===== src/rtl/core/dss_pkg.sv =====
// ----------------------------------------------------------------------------
// dss_pkg
// types and constants shared by the deadline slot scheduler files
// ----------------------------------------------------------------------------
package dss_pkg;

  localparam int SLOT_W = 4;
  localparam int ST_W   = 3;
  localparam int TIME_W = 32;
  localparam int CNT_W  = 5;

  localparam logic [CNT_W-1:0] SLOT_COUNT_RST = 5'd16;

  localparam logic OP_WRITE = 1'b0;
  localparam logic OP_SCHED = 1'b1;

  localparam logic [ST_W-1:0] ST_RUNNING = 3'd3;
  localparam logic [ST_W-1:0] ST_SLEEP   = 3'd4;
  localparam logic [ST_W-1:0] ST_NOW     = 3'd5;
  localparam logic [ST_W-1:0] ST_START   = 3'd6;

  localparam logic [TIME_W-1:0] DIST_NONE = 32'hFFFF_FFFF;

  typedef struct packed {
    logic [ST_W-1:0]   status;
    logic [TIME_W-1:0] last_time;
    logic [TIME_W-1:0] nice_interval;
    logic [TIME_W-1:0] sleep_ticks;
  } slot_rec_t;

  localparam int REC_W = $bits(slot_rec_t);

  typedef struct packed {
    logic              op;
    logic [SLOT_W-1:0] slot;
    logic [ST_W-1:0]   status;
    logic [TIME_W-1:0] last_time;
    logic [TIME_W-1:0] nice_interval;
    logic [TIME_W-1:0] sleep_ticks;
    logic [TIME_W-1:0] now_tick;
    logic [SLOT_W-1:0] current_slot;
  } sched_req_t;

  typedef struct packed {
    logic wr_slot;
    logic start_sched;
    logic scan_en;
    logic load_out;
  } dss_cmd_t;

  typedef struct packed {
    logic scan_done;
    logic out_free;
  } dss_sts_t;

endpackage


===== src/rtl/core/dss_in_if.sv =====
// ----------------------------------------------------------------------------
// dss_in_if
// request channel: slot writes and schedule requests
// ----------------------------------------------------------------------------
interface dss_in_if import dss_pkg::*; ();
  logic              valid;
  logic              ready;
  logic              op;
  logic [SLOT_W-1:0] slot;
  logic [ST_W-1:0]   status;
  logic [TIME_W-1:0] last_time;
  logic [TIME_W-1:0] nice_interval;
  logic [TIME_W-1:0] sleep_ticks;
  logic [TIME_W-1:0] now_tick;
  logic [SLOT_W-1:0] current_slot;

  modport source (
    output valid, op, slot, status, last_time, nice_interval, sleep_ticks,
           now_tick, current_slot,
    input  ready
  );
  modport sink (
    input  valid, op, slot, status, last_time, nice_interval, sleep_ticks,
           now_tick, current_slot,
    output ready
  );
endinterface


===== src/rtl/core/dss_out_if.sv =====
// ----------------------------------------------------------------------------
// dss_out_if
// result channel: chosen slot with found and immediate flags
// ----------------------------------------------------------------------------
interface dss_out_if import dss_pkg::*; ();
  logic              valid;
  logic              ready;
  logic [SLOT_W-1:0] chosen_slot;
  logic              found;
  logic              immediate;

  modport source (output valid, chosen_slot, found, immediate, input ready);
  modport sink (input valid, chosen_slot, found, immediate, output ready);
endinterface


===== src/rtl/core/dss_cfg_if.sv =====
// ----------------------------------------------------------------------------
// dss_cfg_if
// configuration write channel for the slot count register
// ----------------------------------------------------------------------------
interface dss_cfg_if import dss_pkg::*; ();
  logic             valid;
  logic             ready;
  logic [CNT_W-1:0] slot_count;

  modport source (output valid, slot_count, input ready);
  modport sink (input valid, slot_count, output ready);
endinterface


===== src/rtl/core/dss_ram.sv =====
// ----------------------------------------------------------------------------
// dss_ram
// generic single-write, single-read ram with registered read data
// ----------------------------------------------------------------------------
module dss_ram #(
  parameter int WIDTH = 8,
  parameter int DEPTH = 16
) (
  input  logic                     clk,
  input  logic                     we,
  input  logic [$clog2(DEPTH)-1:0] waddr,
  input  logic [WIDTH-1:0]         wdata,
  input  logic                     re,
  input  logic [$clog2(DEPTH)-1:0] raddr,
  output logic [WIDTH-1:0]         rdata
);

  logic [WIDTH-1:0] mem [DEPTH];

  always_ff @(posedge clk) begin
    if (we) begin
      mem[waddr] <= wdata;
    end
    if (re) begin
      rdata <= mem[raddr];
    end
  end

endmodule


===== src/rtl/core/dss_ctrl.sv =====
// ----------------------------------------------------------------------------
// dss_ctrl
// sequencer: takes a request, runs the slot scan, hands off the result
// ----------------------------------------------------------------------------
module dss_ctrl import dss_pkg::*; (
  input  logic     clk,
  input  logic     rst_n,
  input  logic     in_valid,
  input  logic     in_op,
  output logic     in_ready,
  input  dss_sts_t sts,
  output dss_cmd_t cmd
);

  localparam logic [1:0] S_IDLE   = 2'd0;
  localparam logic [1:0] S_SCAN   = 2'd1;
  localparam logic [1:0] S_FINISH = 2'd2;

  logic [1:0] state_r;
  logic [1:0] state_nxt;

  always_comb begin
    state_nxt = state_r;
    cmd       = '0;
    in_ready  = 1'b0;
    case (state_r)
      S_IDLE: begin
        in_ready = 1'b1;
        if (in_valid) begin
          if (in_op == OP_SCHED) begin
            cmd.start_sched = 1'b1;
            state_nxt       = S_SCAN;
          end else begin
            cmd.wr_slot = 1'b1;
            state_nxt   = S_FINISH;
          end
        end
      end
      S_SCAN: begin
        cmd.scan_en = 1'b1;
        if (sts.scan_done) begin
          state_nxt = S_FINISH;
        end
      end
      S_FINISH: begin
        // wait for the output register to free up
        if (sts.out_free) begin
          cmd.load_out = 1'b1;
          state_nxt    = S_IDLE;
        end
      end
      default: begin
        state_nxt = S_IDLE;
      end
    endcase
  end

  always_ff @(posedge clk) begin
    if (!rst_n) begin
      state_r <= S_IDLE;
    end else begin
      state_r <= state_nxt;
    end
  end

endmodule


===== src/rtl/core/dss_datapath.sv =====
// ----------------------------------------------------------------------------
// dss_datapath
// slot table, scan pipeline (read, due time, distance compare), result reg
// ----------------------------------------------------------------------------
module dss_datapath import dss_pkg::*; #(
  parameter int MAX_SLOTS = 16
) (
  input  logic              clk,
  input  logic              rst_n,
  input  sched_req_t        req,
  input  logic              cfg_we,
  input  logic [CNT_W-1:0]  cfg_data,
  input  dss_cmd_t          cmd,
  output dss_sts_t          sts,
  input  logic              out_ready,
  output logic              out_valid,
  output logic [SLOT_W-1:0] out_chosen_slot,
  output logic              out_found,
  output logic              out_immediate
);

  localparam int AW = $clog2(MAX_SLOTS);
  localparam int CW = $clog2(MAX_SLOTS + 1);
  localparam int PW = (CW > CNT_W) ? CW : CNT_W;

  // configuration
  logic [CNT_W-1:0] slot_count_r;

  // table valid bits, cleared by reset; an unwritten slot reads as free
  logic [MAX_SLOTS-1:0] valid_r;
  logic [MAX_SLOTS-1:0] valid_nxt;

  // scan control
  logic [CW-1:0]     count_r;
  logic [AW-1:0]     pos_r;
  logic [AW-1:0]     pos_nxt;
  logic [CW-1:0]     issue_cnt_r;
  logic [TIME_W-1:0] now_r;
  logic              hit_r;

  // pipeline stages
  logic              s1_vld_r;
  logic              s1_ent_r;
  logic [AW-1:0]     s1_pos_r;
  slot_rec_t         rd_rec;
  logic [REC_W-1:0]  rd_data;
  logic              s2_vld_r;
  logic              s2_elig_r;
  logic              s2_fast_r;
  logic [TIME_W-1:0] s2_due_r;
  logic [AW-1:0]     s2_pos_r;

  // running result
  logic [TIME_W-1:0] best_r;
  logic [SLOT_W-1:0] pick_r;
  logic              found_r;
  logic              imm_r;

  // output register
  logic              out_valid_r;
  logic [SLOT_W-1:0] out_slot_r;
  logic              out_found_r;
  logic              out_imm_r;

  logic [PW-1:0]     cnt_lim;
  logic [PW-1:0]     cur_inc;
  logic [AW-1:0]     start_pos;
  logic              wr_in_range;
  logic              ram_we;
  logic              issue;
  logic [ST_W-1:0]   st1;
  logic [TIME_W-1:0] add1;
  logic [TIME_W:0]   diff2;
  logic              eval2;
  logic              hit2;
  logic              better2;

  // effective count and first scan position
  always_comb begin
    cnt_lim = (PW'(slot_count_r) > PW'(MAX_SLOTS)) ? PW'(MAX_SLOTS) : PW'(slot_count_r);
    cur_inc = PW'(req.current_slot) + PW'(1);
    start_pos = (cur_inc >= cnt_lim) ? '0 : AW'(cur_inc);
  end

  assign wr_in_range = (PW'(req.slot) < PW'(MAX_SLOTS));
  assign ram_we      = cmd.wr_slot && wr_in_range;

  always_comb begin
    valid_nxt = valid_r;
    if (ram_we) begin
      valid_nxt[AW'(req.slot)] = 1'b1;
    end
  end

  assign issue   = cmd.scan_en && !hit_r && (issue_cnt_r != count_r);
  assign pos_nxt = ((CW'(pos_r) + CW'(1)) == count_r) ? '0 : pos_r + AW'(1);

  dss_ram #(
    .WIDTH (REC_W),
    .DEPTH (MAX_SLOTS)
  ) u_ram (
    .clk   (clk),
    .we    (ram_we),
    .waddr (AW'(req.slot)),
    .wdata ({req.status, req.last_time, req.nice_interval, req.sleep_ticks}),
    .re    (issue),
    .raddr (pos_r),
    .rdata (rd_data)
  );

  assign rd_rec = slot_rec_t'(rd_data);

  // stage 1: due time
  always_comb begin
    st1  = s1_ent_r ? rd_rec.status : '0;
    add1 = (st1 == ST_SLEEP) ? rd_rec.sleep_ticks : rd_rec.nice_interval;
  end

  // stage 2: overdue test and distance compare, borrow means due < now
  always_comb begin
    diff2   = {1'b0, s2_due_r} - {1'b0, now_r};
    eval2   = cmd.scan_en && s2_vld_r && !hit_r && s2_elig_r;
    hit2    = eval2 && (diff2[TIME_W] || s2_fast_r);
    better2 = eval2 && !hit2 && (diff2[TIME_W-1:0] < best_r);
  end

  assign sts.scan_done = hit_r || ((issue_cnt_r == count_r) && !s1_vld_r && !s2_vld_r);
  assign sts.out_free  = !out_valid_r || out_ready;

  always_ff @(posedge clk) begin
    if (!rst_n) begin
      slot_count_r <= SLOT_COUNT_RST;
      valid_r      <= '0;
      s1_vld_r     <= 1'b0;
      s2_vld_r     <= 1'b0;
      hit_r        <= 1'b0;
      out_valid_r  <= 1'b0;
    end else begin
      if (cfg_we) begin
        slot_count_r <= cfg_data;
      end
      valid_r <= valid_nxt;
      if (cmd.start_sched) begin
        s1_vld_r <= 1'b0;
        s2_vld_r <= 1'b0;
        hit_r    <= 1'b0;
      end else begin
        s1_vld_r <= issue;
        s2_vld_r <= s1_vld_r;
        if (hit2) begin
          hit_r <= 1'b1;
        end
      end
      if (cmd.load_out) begin
        out_valid_r <= 1'b1;
      end else if (out_ready) begin
        out_valid_r <= 1'b0;
      end
    end
  end

  always_ff @(posedge clk) begin
    if (cmd.start_sched) begin
      count_r     <= CW'(cnt_lim);
      pos_r       <= start_pos;
      issue_cnt_r <= '0;
      now_r       <= req.now_tick;
    end else if (issue) begin
      pos_r       <= pos_nxt;
      issue_cnt_r <= issue_cnt_r + CW'(1);
    end

    s1_ent_r  <= valid_r[pos_r];
    s1_pos_r  <= pos_r;
    s2_elig_r <= (st1 >= ST_RUNNING);
    s2_fast_r <= (st1 == ST_START) || (st1 == ST_NOW);
    s2_due_r  <= rd_rec.last_time + add1;
    s2_pos_r  <= s1_pos_r;

    if (cmd.start_sched) begin
      best_r  <= DIST_NONE;
      pick_r  <= req.current_slot;
      found_r <= 1'b0;
      imm_r   <= 1'b0;
    end else if (cmd.wr_slot) begin
      pick_r  <= '0;
      found_r <= 1'b0;
      imm_r   <= 1'b0;
    end else if (hit2) begin
      pick_r  <= SLOT_W'(s2_pos_r);
      found_r <= 1'b1;
      imm_r   <= 1'b1;
    end else if (better2) begin
      best_r  <= diff2[TIME_W-1:0];
      pick_r  <= SLOT_W'(s2_pos_r);
      found_r <= 1'b1;
    end

    if (cmd.load_out) begin
      out_slot_r  <= pick_r;
      out_found_r <= found_r;
      out_imm_r   <= imm_r;
    end
  end

  assign out_valid       = out_valid_r;
  assign out_chosen_slot = out_slot_r;
  assign out_found       = out_found_r;
  assign out_immediate   = out_imm_r;

endmodule


===== src/rtl/core/deadline_slot_scheduler_unit.sv =====
// ----------------------------------------------------------------------------
// deadline_slot_scheduler_unit
// thread slot table with a rotating deadline scan picking the next slot
// ----------------------------------------------------------------------------
// One request at a time. A slot write goes through the finish state straight to
// the output register, with no scan. A schedule request scans N entries, where N is the
// effective slot count (slot_count limited to MAX_SLOTS): the scan reads one
// table entry per cycle from the slot ram, and each entry then passes a due
// time stage and a distance compare stage; an immediate pick ends the scan
// early. A new request is taken while a finished result still waits in the
// output register. slot_count is written through the cfg channel, which is
// always ready; write it only while no request is in flight.
module deadline_slot_scheduler_unit import dss_pkg::*; #(
  parameter int MAX_SLOTS = 16
) (
  input logic        clk,
  input logic        rst_n,
  dss_in_if.sink     in_ch,
  dss_out_if.source  out_ch,
  dss_cfg_if.sink    cfg_ch
);

  sched_req_t req;
  dss_cmd_t   cmd;
  dss_sts_t   sts;

  assign req.op            = in_ch.op;
  assign req.slot          = in_ch.slot;
  assign req.status        = in_ch.status;
  assign req.last_time     = in_ch.last_time;
  assign req.nice_interval = in_ch.nice_interval;
  assign req.sleep_ticks   = in_ch.sleep_ticks;
  assign req.now_tick      = in_ch.now_tick;
  assign req.current_slot  = in_ch.current_slot;

  assign cfg_ch.ready = 1'b1;

  dss_ctrl u_ctrl (
    .clk      (clk),
    .rst_n    (rst_n),
    .in_valid (in_ch.valid),
    .in_op    (req.op),
    .in_ready (in_ch.ready),
    .sts      (sts),
    .cmd      (cmd)
  );

  dss_datapath #(
    .MAX_SLOTS (MAX_SLOTS)
  ) u_dp (
    .clk             (clk),
    .rst_n           (rst_n),
    .req             (req),
    .cfg_we          (cfg_ch.valid),
    .cfg_data        (cfg_ch.slot_count),
    .cmd             (cmd),
    .sts             (sts),
    .out_ready       (out_ch.ready),
    .out_valid       (out_ch.valid),
    .out_chosen_slot (out_ch.chosen_slot),
    .out_found       (out_ch.found),
    .out_immediate   (out_ch.immediate)
  );

endmodule


===== src/flat_wrapper.sv =====
// flat-port wrapper written by rule: the top's interface ports become plain ports
module deadline_slot_scheduler_unit_flat import dss_pkg::*;
#(
  parameter int MAX_SLOTS = 16
)
  (clk, rst_n, in_ch_valid, in_ch_op, in_ch_slot, in_ch_status, in_ch_last_time, in_ch_nice_interval, in_ch_sleep_ticks, in_ch_now_tick, in_ch_current_slot, in_ch_ready, out_ch_valid, out_ch_chosen_slot, out_ch_found, out_ch_immediate, out_ch_ready, cfg_ch_valid, cfg_ch_slot_count, cfg_ch_ready);
  dss_in_if in_ch_i ();
  dss_out_if out_ch_i ();
  dss_cfg_if cfg_ch_i ();
  input logic clk;
  input logic rst_n;
  input wire logic [$bits(in_ch_i.valid)-1:0] in_ch_valid;
  input wire logic [$bits(in_ch_i.op)-1:0] in_ch_op;
  input wire logic [$bits(in_ch_i.slot)-1:0] in_ch_slot;
  input wire logic [$bits(in_ch_i.status)-1:0] in_ch_status;
  input wire logic [$bits(in_ch_i.last_time)-1:0] in_ch_last_time;
  input wire logic [$bits(in_ch_i.nice_interval)-1:0] in_ch_nice_interval;
  input wire logic [$bits(in_ch_i.sleep_ticks)-1:0] in_ch_sleep_ticks;
  input wire logic [$bits(in_ch_i.now_tick)-1:0] in_ch_now_tick;
  input wire logic [$bits(in_ch_i.current_slot)-1:0] in_ch_current_slot;
  output wire logic [$bits(in_ch_i.ready)-1:0] in_ch_ready;
  output wire logic [$bits(out_ch_i.valid)-1:0] out_ch_valid;
  output wire logic [$bits(out_ch_i.chosen_slot)-1:0] out_ch_chosen_slot;
  output wire logic [$bits(out_ch_i.found)-1:0] out_ch_found;
  output wire logic [$bits(out_ch_i.immediate)-1:0] out_ch_immediate;
  input wire logic [$bits(out_ch_i.ready)-1:0] out_ch_ready;
  input wire logic [$bits(cfg_ch_i.valid)-1:0] cfg_ch_valid;
  input wire logic [$bits(cfg_ch_i.slot_count)-1:0] cfg_ch_slot_count;
  output wire logic [$bits(cfg_ch_i.ready)-1:0] cfg_ch_ready;
  assign in_ch_i.valid = in_ch_valid;
  assign in_ch_i.op = in_ch_op;
  assign in_ch_i.slot = in_ch_slot;
  assign in_ch_i.status = in_ch_status;
  assign in_ch_i.last_time = in_ch_last_time;
  assign in_ch_i.nice_interval = in_ch_nice_interval;
  assign in_ch_i.sleep_ticks = in_ch_sleep_ticks;
  assign in_ch_i.now_tick = in_ch_now_tick;
  assign in_ch_i.current_slot = in_ch_current_slot;
  assign in_ch_ready = in_ch_i.ready;
  assign out_ch_valid = out_ch_i.valid;
  assign out_ch_chosen_slot = out_ch_i.chosen_slot;
  assign out_ch_found = out_ch_i.found;
  assign out_ch_immediate = out_ch_i.immediate;
  assign out_ch_i.ready = out_ch_ready;
  assign cfg_ch_i.valid = cfg_ch_valid;
  assign cfg_ch_i.slot_count = cfg_ch_slot_count;
  assign cfg_ch_ready = cfg_ch_i.ready;
  deadline_slot_scheduler_unit #(.MAX_SLOTS(MAX_SLOTS)) u_core (.clk(clk), .rst_n(rst_n), .in_ch(in_ch_i), .out_ch(out_ch_i), .cfg_ch(cfg_ch_i));
endmodule

===== config.mk =====
export PLATFORM = sky130hd
export DESIGN_NAME = deadline_slot_scheduler_unit_flat
export DESIGN_NICKNAME = d
export VERILOG_FILES = /design/src/rtl/core/dss_pkg.sv /design/src/rtl/core/dss_in_if.sv /design/src/rtl/core/dss_out_if.sv /design/src/rtl/core/dss_cfg_if.sv /design/src/rtl/core/dss_ram.sv /design/src/rtl/core/dss_ctrl.sv /design/src/rtl/core/dss_datapath.sv /design/src/rtl/core/deadline_slot_scheduler_unit.sv /design/src/flat_wrapper.sv
export SDC_FILE = /design/constraint.sdc
export NUM_CORES = 2
export LEC_CHECK = 0
export BUFFER_PORTS_ARGS = -buffer_cell sky130_fd_sc_hd__buf_4
export CAP_MARGIN = 20
export CORE_MARGIN = 4
export CORE_UTILIZATION = 40
export CTS_CLUSTER_SIZE = 20
export DETAILED_ROUTE_END_ITERATION = 8
export PLACE_DENSITY = 0.59
export SLEW_MARGIN = 40
export SYNTH_ARGS = -nofsm -noshare
export SYNTH_HDL_FRONTEND = slang
export SYNTH_SLANG_ARGS = --single-unit

===== constraint.sdc =====
create_clock -name clk -period 11.1 [get_ports clk]
set_clock_uncertainty 0.15 [all_clocks]
set_input_delay 1.11 -clock clk [delete_from_list [all_inputs] [get_ports clk]]
set_output_delay 1.11 -clock clk [all_outputs]
set_load 0.05 [all_outputs]

Yosys cells after proc, flatten, opt, wreduce, memory -nomap -nowiden
Memory sizes are Yosys's and may differ from the RTL's. A register that Yosys moved wholly into a read port is not among the register bits. Cells that the tools add are included.

Add/subtract/negate cells: 6. Multiply operators: 0. Div/mod/pow operators: 0. Order comparisons: 7. Eq/ne operators: 11. Shift-type cells: 0. Multiplexer cells: 34. Bitwise logic cells: 4. Reduce and logical (&&, ||, !) cells: 29.

Operator list (number): 32-bit by 32-bit subtractor with 33-bit output (1); 32-bit adder (1); 32-bit less-than comparator (1); 32-bit 2-to-1 mux (1); 4-bit 2-to-1 mux (8); 16-bit bitwise OR (1); 1-bit 2-to-1 mux (14); 2-bit 2-to-1 mux (6); 1-bit logical AND (11); 4-bit by 1-bit adder with 5-bit output (second input constant) (2); 5-bit equality test (2); 4-bit by 5-bit less-than comparator with 1-bit output (second input constant) (2); 3-bit equality test (second input constant) (3); 2-bit one-hot mux with 3 select lines (1); 3-bit AND reduction (2); 2-bit nonzero test (3); 5-bit by 1-bit adder with 5-bit output (second input constant) (1); 5-bit >= comparator (1); 5-bit greater-than comparator (second input constant) (1); 1-bit logical NOT (5); 5-bit 2-to-1 mux (1); 5-bit inequality test (1); 4-bit by 1-bit adder with 4-bit output (second input constant) (1); 1-bit binary-select mux with 4-bit select (1); 13 further kinds (20).

Bits in registers: 160. Latch bits: 0. Memory bits (writable): 1584. ROM bits: 0. Input bits: 150. Word-level logic and storage cells: 116. Memories kept: 1.

Memories: u_core.u_dp.u_ram.mem (words 16, bits a word 99, rd ports 1, clocked after memory_dff 1, write ports 1, line dss_ram.sv:18) `logic [WIDTH-1:0] mem [DEPTH];`.

Longest topological paths before layout
Depth after elaboration: 13. Depth in mapped cells: 22. Gate-level depth less buffers: 21.

Modules after synthesis
A second synthesis with hierarchy kept.

Cells, all modules: 3592. Area total of the unflattened synthesis: 72160.5 µm².

By module, submodules not included: dss_ram (instances 1, cells an instance 2534, area an instance 62202.2 µm², seq. area each 50538.5 µm²); dss_datapath (instances 1, cells an instance 1042, area an instance 9815.7 µm², seq. area each 3673.5 µm²); dss_ctrl (instances 1, cells an instance 14, area an instance 131.4 µm², seq. area each 40.0 µm²); deadline_slot_scheduler_unit (instances 1, cells an instance 2, area an instance 11.3 µm², seq. area each 0.0 µm²).

Worst setup path after synthesis
OpenSTA, ideal clock, no wires.

Kind: reg2reg. From: reg u_core.u_ctrl.state_r[1]. To: mem u_core.u_dp.u_ram.mem[0][0] in the netlist's numbering, enable pin. Arrival time: 8407 ps. Path slack: 1862 ps. Cell stages (with the launch flop): 6. Clock period less this slack: 9238 ps. Cell sequence: dfxtp_1 nor2_1 nand2_1 nor3_1 nand2b_1 nor3_1.

Longest elaborated chain between the ends: 4.

RTL lines: from (decl) (line dss_ctrl.sv:19) `logic [1:0] state_r;`; from (signal assigned) (line dss_ctrl.sv:62) `state_r <= state_nxt;`; 2-bit logical NOT (line dss_ctrl.sv:26) `case (state_r)`; 2-bit 2-to-1 mux (line dss_ctrl.sv:26); 1-bit 2-to-1 mux (line dss_ram.sv:21) `if (we) begin`; 1-bit 2-to-1 mux (implied by the code) (line dss_ram.sv:22) `mem[waddr] <= wdata;`; to (decl) (line dss_ram.sv:18).

No other way between the ends.

Worst setup path in the final report
From: reg u_core.u_dp.now_r[4]. To: reg u_core.u_dp.best_r[2].

RTL lines: from (decl) (line dss_datapath.sv:38) `logic [TIME_W-1:0] now_r;`; from (signal assigned) (line dss_datapath.sv:167) `now_r <= req.now_tick;`; 32-bit by 32-bit subtractor with 33-bit output (line dss_datapath.sv:121) `diff2 = {1'b0, s2_due_r} - {1'b0, now_r};`; net u_core.u_dp.diff2[25] (line dss_datapath.sv:73) `logic [TIME_W:0] diff2;`; 32-bit less-than comparator (line dss_datapath.sv:124) `better2 = eval2 && !hit2 && (diff2[TIME_W-1:0] < best_r);`; 1-bit logical AND (line dss_datapath.sv:124); 3-bit AND reduction (no source line); to (signal assigned) (line dss_datapath.sv:194) `best_r <= diff2[TIME_W-1:0];`; to (decl) (line dss_datapath.sv:54) `logic [TIME_W-1:0] best_r;`.

The timed path passes the listed nets, and every way through them passes these cells. A chain may end at the register's enable or synchronous reset.

==> out/results.env <==
RUN_STATUS='finished, final reports clean'
SYNTHESIS.AREA_UM2=73100
STD_CELL_ROWS=156
WIRE_LENGTH_OF_THE_FIRST_GLOBAL_ROUTING_PASS_MM=269
TIMING.HOLD.WS_PS=176
FIRST_ITER_VIOLATIONS=3820
TIMING.FINAL.HOLD_VIOLATIONS=0
SYNTHESIS.INSTANCES=4093
WORSTPATHARRIVAL_PS=5770
RELATIVE_SLEW_SLACK=0.386
TIGHTESTPINTRANSITION_PS=921
DIEWIDTH_UM=435
DETAILEDROUTE.FIRSTPASSITERATIONCOUNT=6
POST_SYNTH_NUM_CELL_TYPES=73
CLKSINKCOUNT=1843
INTERNAL_POWER_mW=12.1
SHARE_SEQ_OF_TOTAL_POWER=0.480
CRITICAL_PATH.STARTPOINT_TYPE='flip-flop'
PLACED_CELLS=6501
FINAL_UTIL=0.462
FILLER_CELL_COUNT=15300
FINAL_ANTENNA_NET_COUNT=0
CTS_MAX_LEVEL=4
POWER.SHARE.SWITCHING=0.262
P_SW_mW=4.29
SYNTH-SEQ-CELLS=1843
GRT_START_MAX_NET_PINS=142
BOUNDARYPINS=159
POSTSYNTH.TOPFLOPCELL='sky130_fd_sc_hd__edfxtp_1'
FIRST_GLOBAL_VIAS=37500
POST_DRT_VIA_CELL_RATIO=5.58
LAYOUT_CELL_SHARE_WITH_DRIVE_STRENGTH_BEYOND_1=0.190
YS_TOP_CELLS_BY_AREA='sky130_fd_sc_hd__edfxtp_1, sky130_fd_sc_hd__mux4_2, sky130_fd_sc_hd__mux2i_1, sky130_fd_sc_hd__dfxtp_1, sky130_fd_sc_hd__mux2_2'
CTS_MADE_BUFFERS=187
WL_PER_CELL_UM=27.6
REPORT.FINAL.SETUP_VIOL=0
DPL-INSTANCE-AREA_UM2=77700
POST-SYNTH-TOP-AREA-FRACTION=0.712
SYN_NETS=4347
ROUTABILITYCONGESTION=0.850
CTSROOTBUFFERMASTER='sky130_fd_sc_hd__clkbuf_16'
PATH_CLASS='reg -> reg'
SYNTH_ASYNC_SR_FLOP_SHARE=0
POST-ROUTE-PERIOD-UTIL=0.471
POWER_LEAKAGE_nW=28.7
ANTENNA_VIOLATIONS_BEFORE_REPAIR=23
SHARE_CLK_OF_TOTAL_POWER=0.367
LAYOUT.CELL_AREA.NON_FILLER_UM2=83700
CORE-AREA_UM2=181000
COMB_PWR_SHARE=0.153
SYNTH_AREA_LEADER_CELL='sky130_fd_sc_hd__edfxtp_1'
IO_BUFFER_COUNT=157
TOTALNEGATIVESETUPSLACK_PS=0
MAX-VDD-IR-DROP_V=0.000199
WORSTPATHREQUIRED_PS=11640
CTS.HOLD.BUFFERS_ADDED=0
DP_HPWL_MM=103
FMAX_MHz=191
RSZ_0062_RAISED_AFTER_GLOBAL_ROUTING='false'
LAYOUT_STAGE_AREA_GROWTH_OVER_THE_SYNTHESIS_RESULT_PCT=14.5
FF2FF_SETUP_SLACK_PS=5870
FINALWIRELENGTH_MM=189
SYNTH_EDF_COUNT=1734
TRITONCTS='yes'
YOSYS.CELL_COUNT.TOP_TYPE='sky130_fd_sc_hd__edfxtp_1'
GRTUSAGETOTAL=0.195
POWER_DENSITY_nW_PER_UM2=196
SYNTH_COMMON_CELLS='sky130_fd_sc_hd__edfxtp_1, sky130_fd_sc_hd__mux2i_1, sky130_fd_sc_hd__o21ai_0'
DRV_CAP=0
WORST_SKEW_PAIR.LATE_LATENCY_PS=820
NUMBER_OF_NON_FILLER_INSTANCES_IN_THE_COMPLETED_LAYOUT=6854
DIE-AREA_UM2=190000
CTS_SETUP_BUFFERS=0
CLOCK_PATH_BUFFERS=3
DIE_H_UM=435
PATH_CLK_SLEW_PS=60
TIMING.FINAL.MAX_SLEW_VIOLATIONS=0
SYNTH_AREA_PER_CELL_UM2=17.9
WORST-PATH-MAX-FANOUT=28
DRC=0
YOSYS_SYNTHESIS_WARNING_COUNT=0
ENDPOINT_KIND='flip-flop'
CTS.REPAIR.RESIZED=0
FLOORPLAN.INITIALDENSITY=0.403
FINALPOWER_mW=16.4
FINAL.MIN_CLOCK_PERIOD_PS=5230
WORSTHOLDPATHTYPE='reg -> reg'
GRT-OVFL-TOTAL=0
NUM_VIAS=38200
NNETSFINAL=4578
PLACE_WORST_SETUP_SLACK_PS=5900
YS_SEQ_AREA_FRAC=0.742
FIN_WS_PS=5870
cell families after synthesis:
family / Yosys count / share of synthesized area
adders and majority gates: 104 / 0.0180
buffers and inverters: 292 / 0.0153
other: 1 / 0.0000513
xor gates and xnor gates: 75 / 0.00899
DFF: 1843 / 0.742
and+or+nand+nor: 367 / 0.0224
AOI/OAI and AO/OA: 751 / 0.0660
muxes: 660 / 0.127
power by group through the flow:
stage	sequential (mW)	combinational, mW	clock, mW
4_1_cts	7.88	2.50	6.16
3_5_place_dp	8.03	2.49	0
3_3_place_gp	8.02	2.47	0
6_report	7.88	2.51	6.03
2_1_floorplan	8.00	1.65	0
5_1_grt	7.89	2.73	6.46
cell usage in the layout (no fill, tap or decap), types with 8 or more instances in the layout:
master,synthesis,layout
sky130_fd_sc_hd__edfxtp_1,1734,1734
sky130_fd_sc_hd__mux2i_1,329,329
sky130_fd_sc_hd__o21ai_0,229,229
sky130_fd_sc_hd__mux4_2,200,200
sky130_fd_sc_hd__nand2_1,192,191
sky130_fd_sc_hd__buf_4,1,191
sky130_fd_sc_hd__clkbuf_16,0,190
sky130_fd_sc_hd__a21oi_1,171,171
sky130_fd_sc_hd__mux2_2,131,131
sky130_fd_sc_hd__dfxtp_1,109,109
sky130_fd_sc_hd__ha_1,102,102
sky130_fd_sc_hd__a221oi_1,100,100
sky130_fd_sc_hd__a22oi_1,100,100
sky130_fd_sc_hd__inv_1,97,97
sky130_fd_sc_hd__clkinv_1,1,55
sky130_fd_sc_hd__xnor2_1,50,50
sky130_fd_sc_hd__nor2_1,61,49
sky130_fd_sc_hd__a21o_1,39,39
sky130_fd_sc_hd__clkbuf_1,139,38
sky130_fd_sc_hd__clkinv_2,0,28
sky130_fd_sc_hd__o21a_1,26,26
sky130_fd_sc_hd__xor2_1,25,25
sky130_fd_sc_hd__nand3_1,19,19
sky130_fd_sc_hd__o211ai_1,16,16
sky130_fd_sc_hd__nand2b_1,16,15
sky130_fd_sc_hd__buf_16,0,15
sky130_fd_sc_hd__buf_12,0,15
sky130_fd_sc_hd__buf_6,0,15
sky130_fd_sc_hd__nand4_1,13,13
sky130_fd_sc_hd__and3_1,12,12
sky130_fd_sc_hd__nor2b_1,13,12
sky130_fd_sc_hd__nor2_4,0,12
sky130_fd_sc_hd__o21ai_1,10,10
sky130_fd_sc_hd__nor3_1,14,9
sky130_fd_sc_hd__bufinv_16,0,9
sky130_fd_sc_hd__diode_2,0,8
registers in the layout, indices dropped and copies added, names as in the netlist, 2 cells and up:
name and flops:
u_core.u_dp.count_r 5, u_core.u_dp.s2_due_r 32, u_core.u_dp.now_r 32, u_core.u_dp.pick_r 4, u_core.u_dp.s2_pos_r 4, u_core.u_dp.out_chosen_slot 4, u_core.u_dp.slot_count_r 5, u_core.u_dp.pos_r 4
u_core.u_dp.u_ram.mem 1584, u_core.u_dp.best_r 32, u_core.u_ctrl.state_r 2, u_core.u_dp.s1_pos_r 4, u_core.u_dp.u_ram.rdata 99, u_core.u_dp.issue_cnt_r 5, u_core.u_dp.valid_r 16
worst paths after layout:
check | cells past startpoint | startpoint | end
hold reg to reg | 0 | u_core.u_dp.s1_pos_r[3] | u_core.u_dp.s2_pos_r[3]
hold / removal | 0 | u_core.u_dp.s1_pos_r[3] | u_core.u_dp.s2_pos_r[3]
setup reg to reg | 20 | u_core.u_dp.now_r[4] | u_core.u_dp.best_r[2]
setup / recovery | 20 | u_core.u_dp.now_r[4] | u_core.u_dp.best_r[2]
area by class of cell:
cell class	instances	area, um2	area share
Sequential cell	1843	54300	0.648
Clock buffer	233	4970	0.0594
Clock inverter	108	917	0.0110
Inverter	98	368	0.00440
Antenna cell	8	20.0	0.000239
Timing Repair Buffer	236	2320	0.0277
Tap cell	2370	2970	0.0354
Multi-Input combinational cell	1958	17900	0.213
layer usage:
metal,up-vias,track usage,wire [um],share of wire
li1,16900,-,-,-
met1,19900,0.273,82300,0.44
met2,1228,0.312,89300,0.47
met3,252,0.0393,12600,0.067
met4,2,0.0528,4860,0.026
met5,-,0,12,0.000063
critical path: stages (launching register included):
cell,delay [ps]
sky130_fd_sc_hd__edfxtp_1,330
sky130_fd_sc_hd__inv_1,40
sky130_fd_sc_hd__ha_1,340
sky130_fd_sc_hd__a21o_1,190
sky130_fd_sc_hd__or3_4,330
sky130_fd_sc_hd__o221a_4,270
sky130_fd_sc_hd__a2111oi_4,460
sky130_fd_sc_hd__o311ai_1,180
sky130_fd_sc_hd__a21oi_1,200
sky130_fd_sc_hd__xnor2_1,170
sky130_fd_sc_hd__ha_1,290
sky130_fd_sc_hd__a21o_1,160
sky130_fd_sc_hd__a21o_1,170
sky130_fd_sc_hd__a21oi_1,150
sky130_fd_sc_hd__nor2_1,50
sky130_fd_sc_hd__a2111oi_0,480
sky130_fd_sc_hd__o21ai_0,180
sky130_fd_sc_hd__o21bai_4,300
sky130_fd_sc_hd__buf_4,330
sky130_fd_sc_hd__mux2i_1,200
sky130_fd_sc_hd__nand2_1,70
Power figures use the tool's default switching activity.
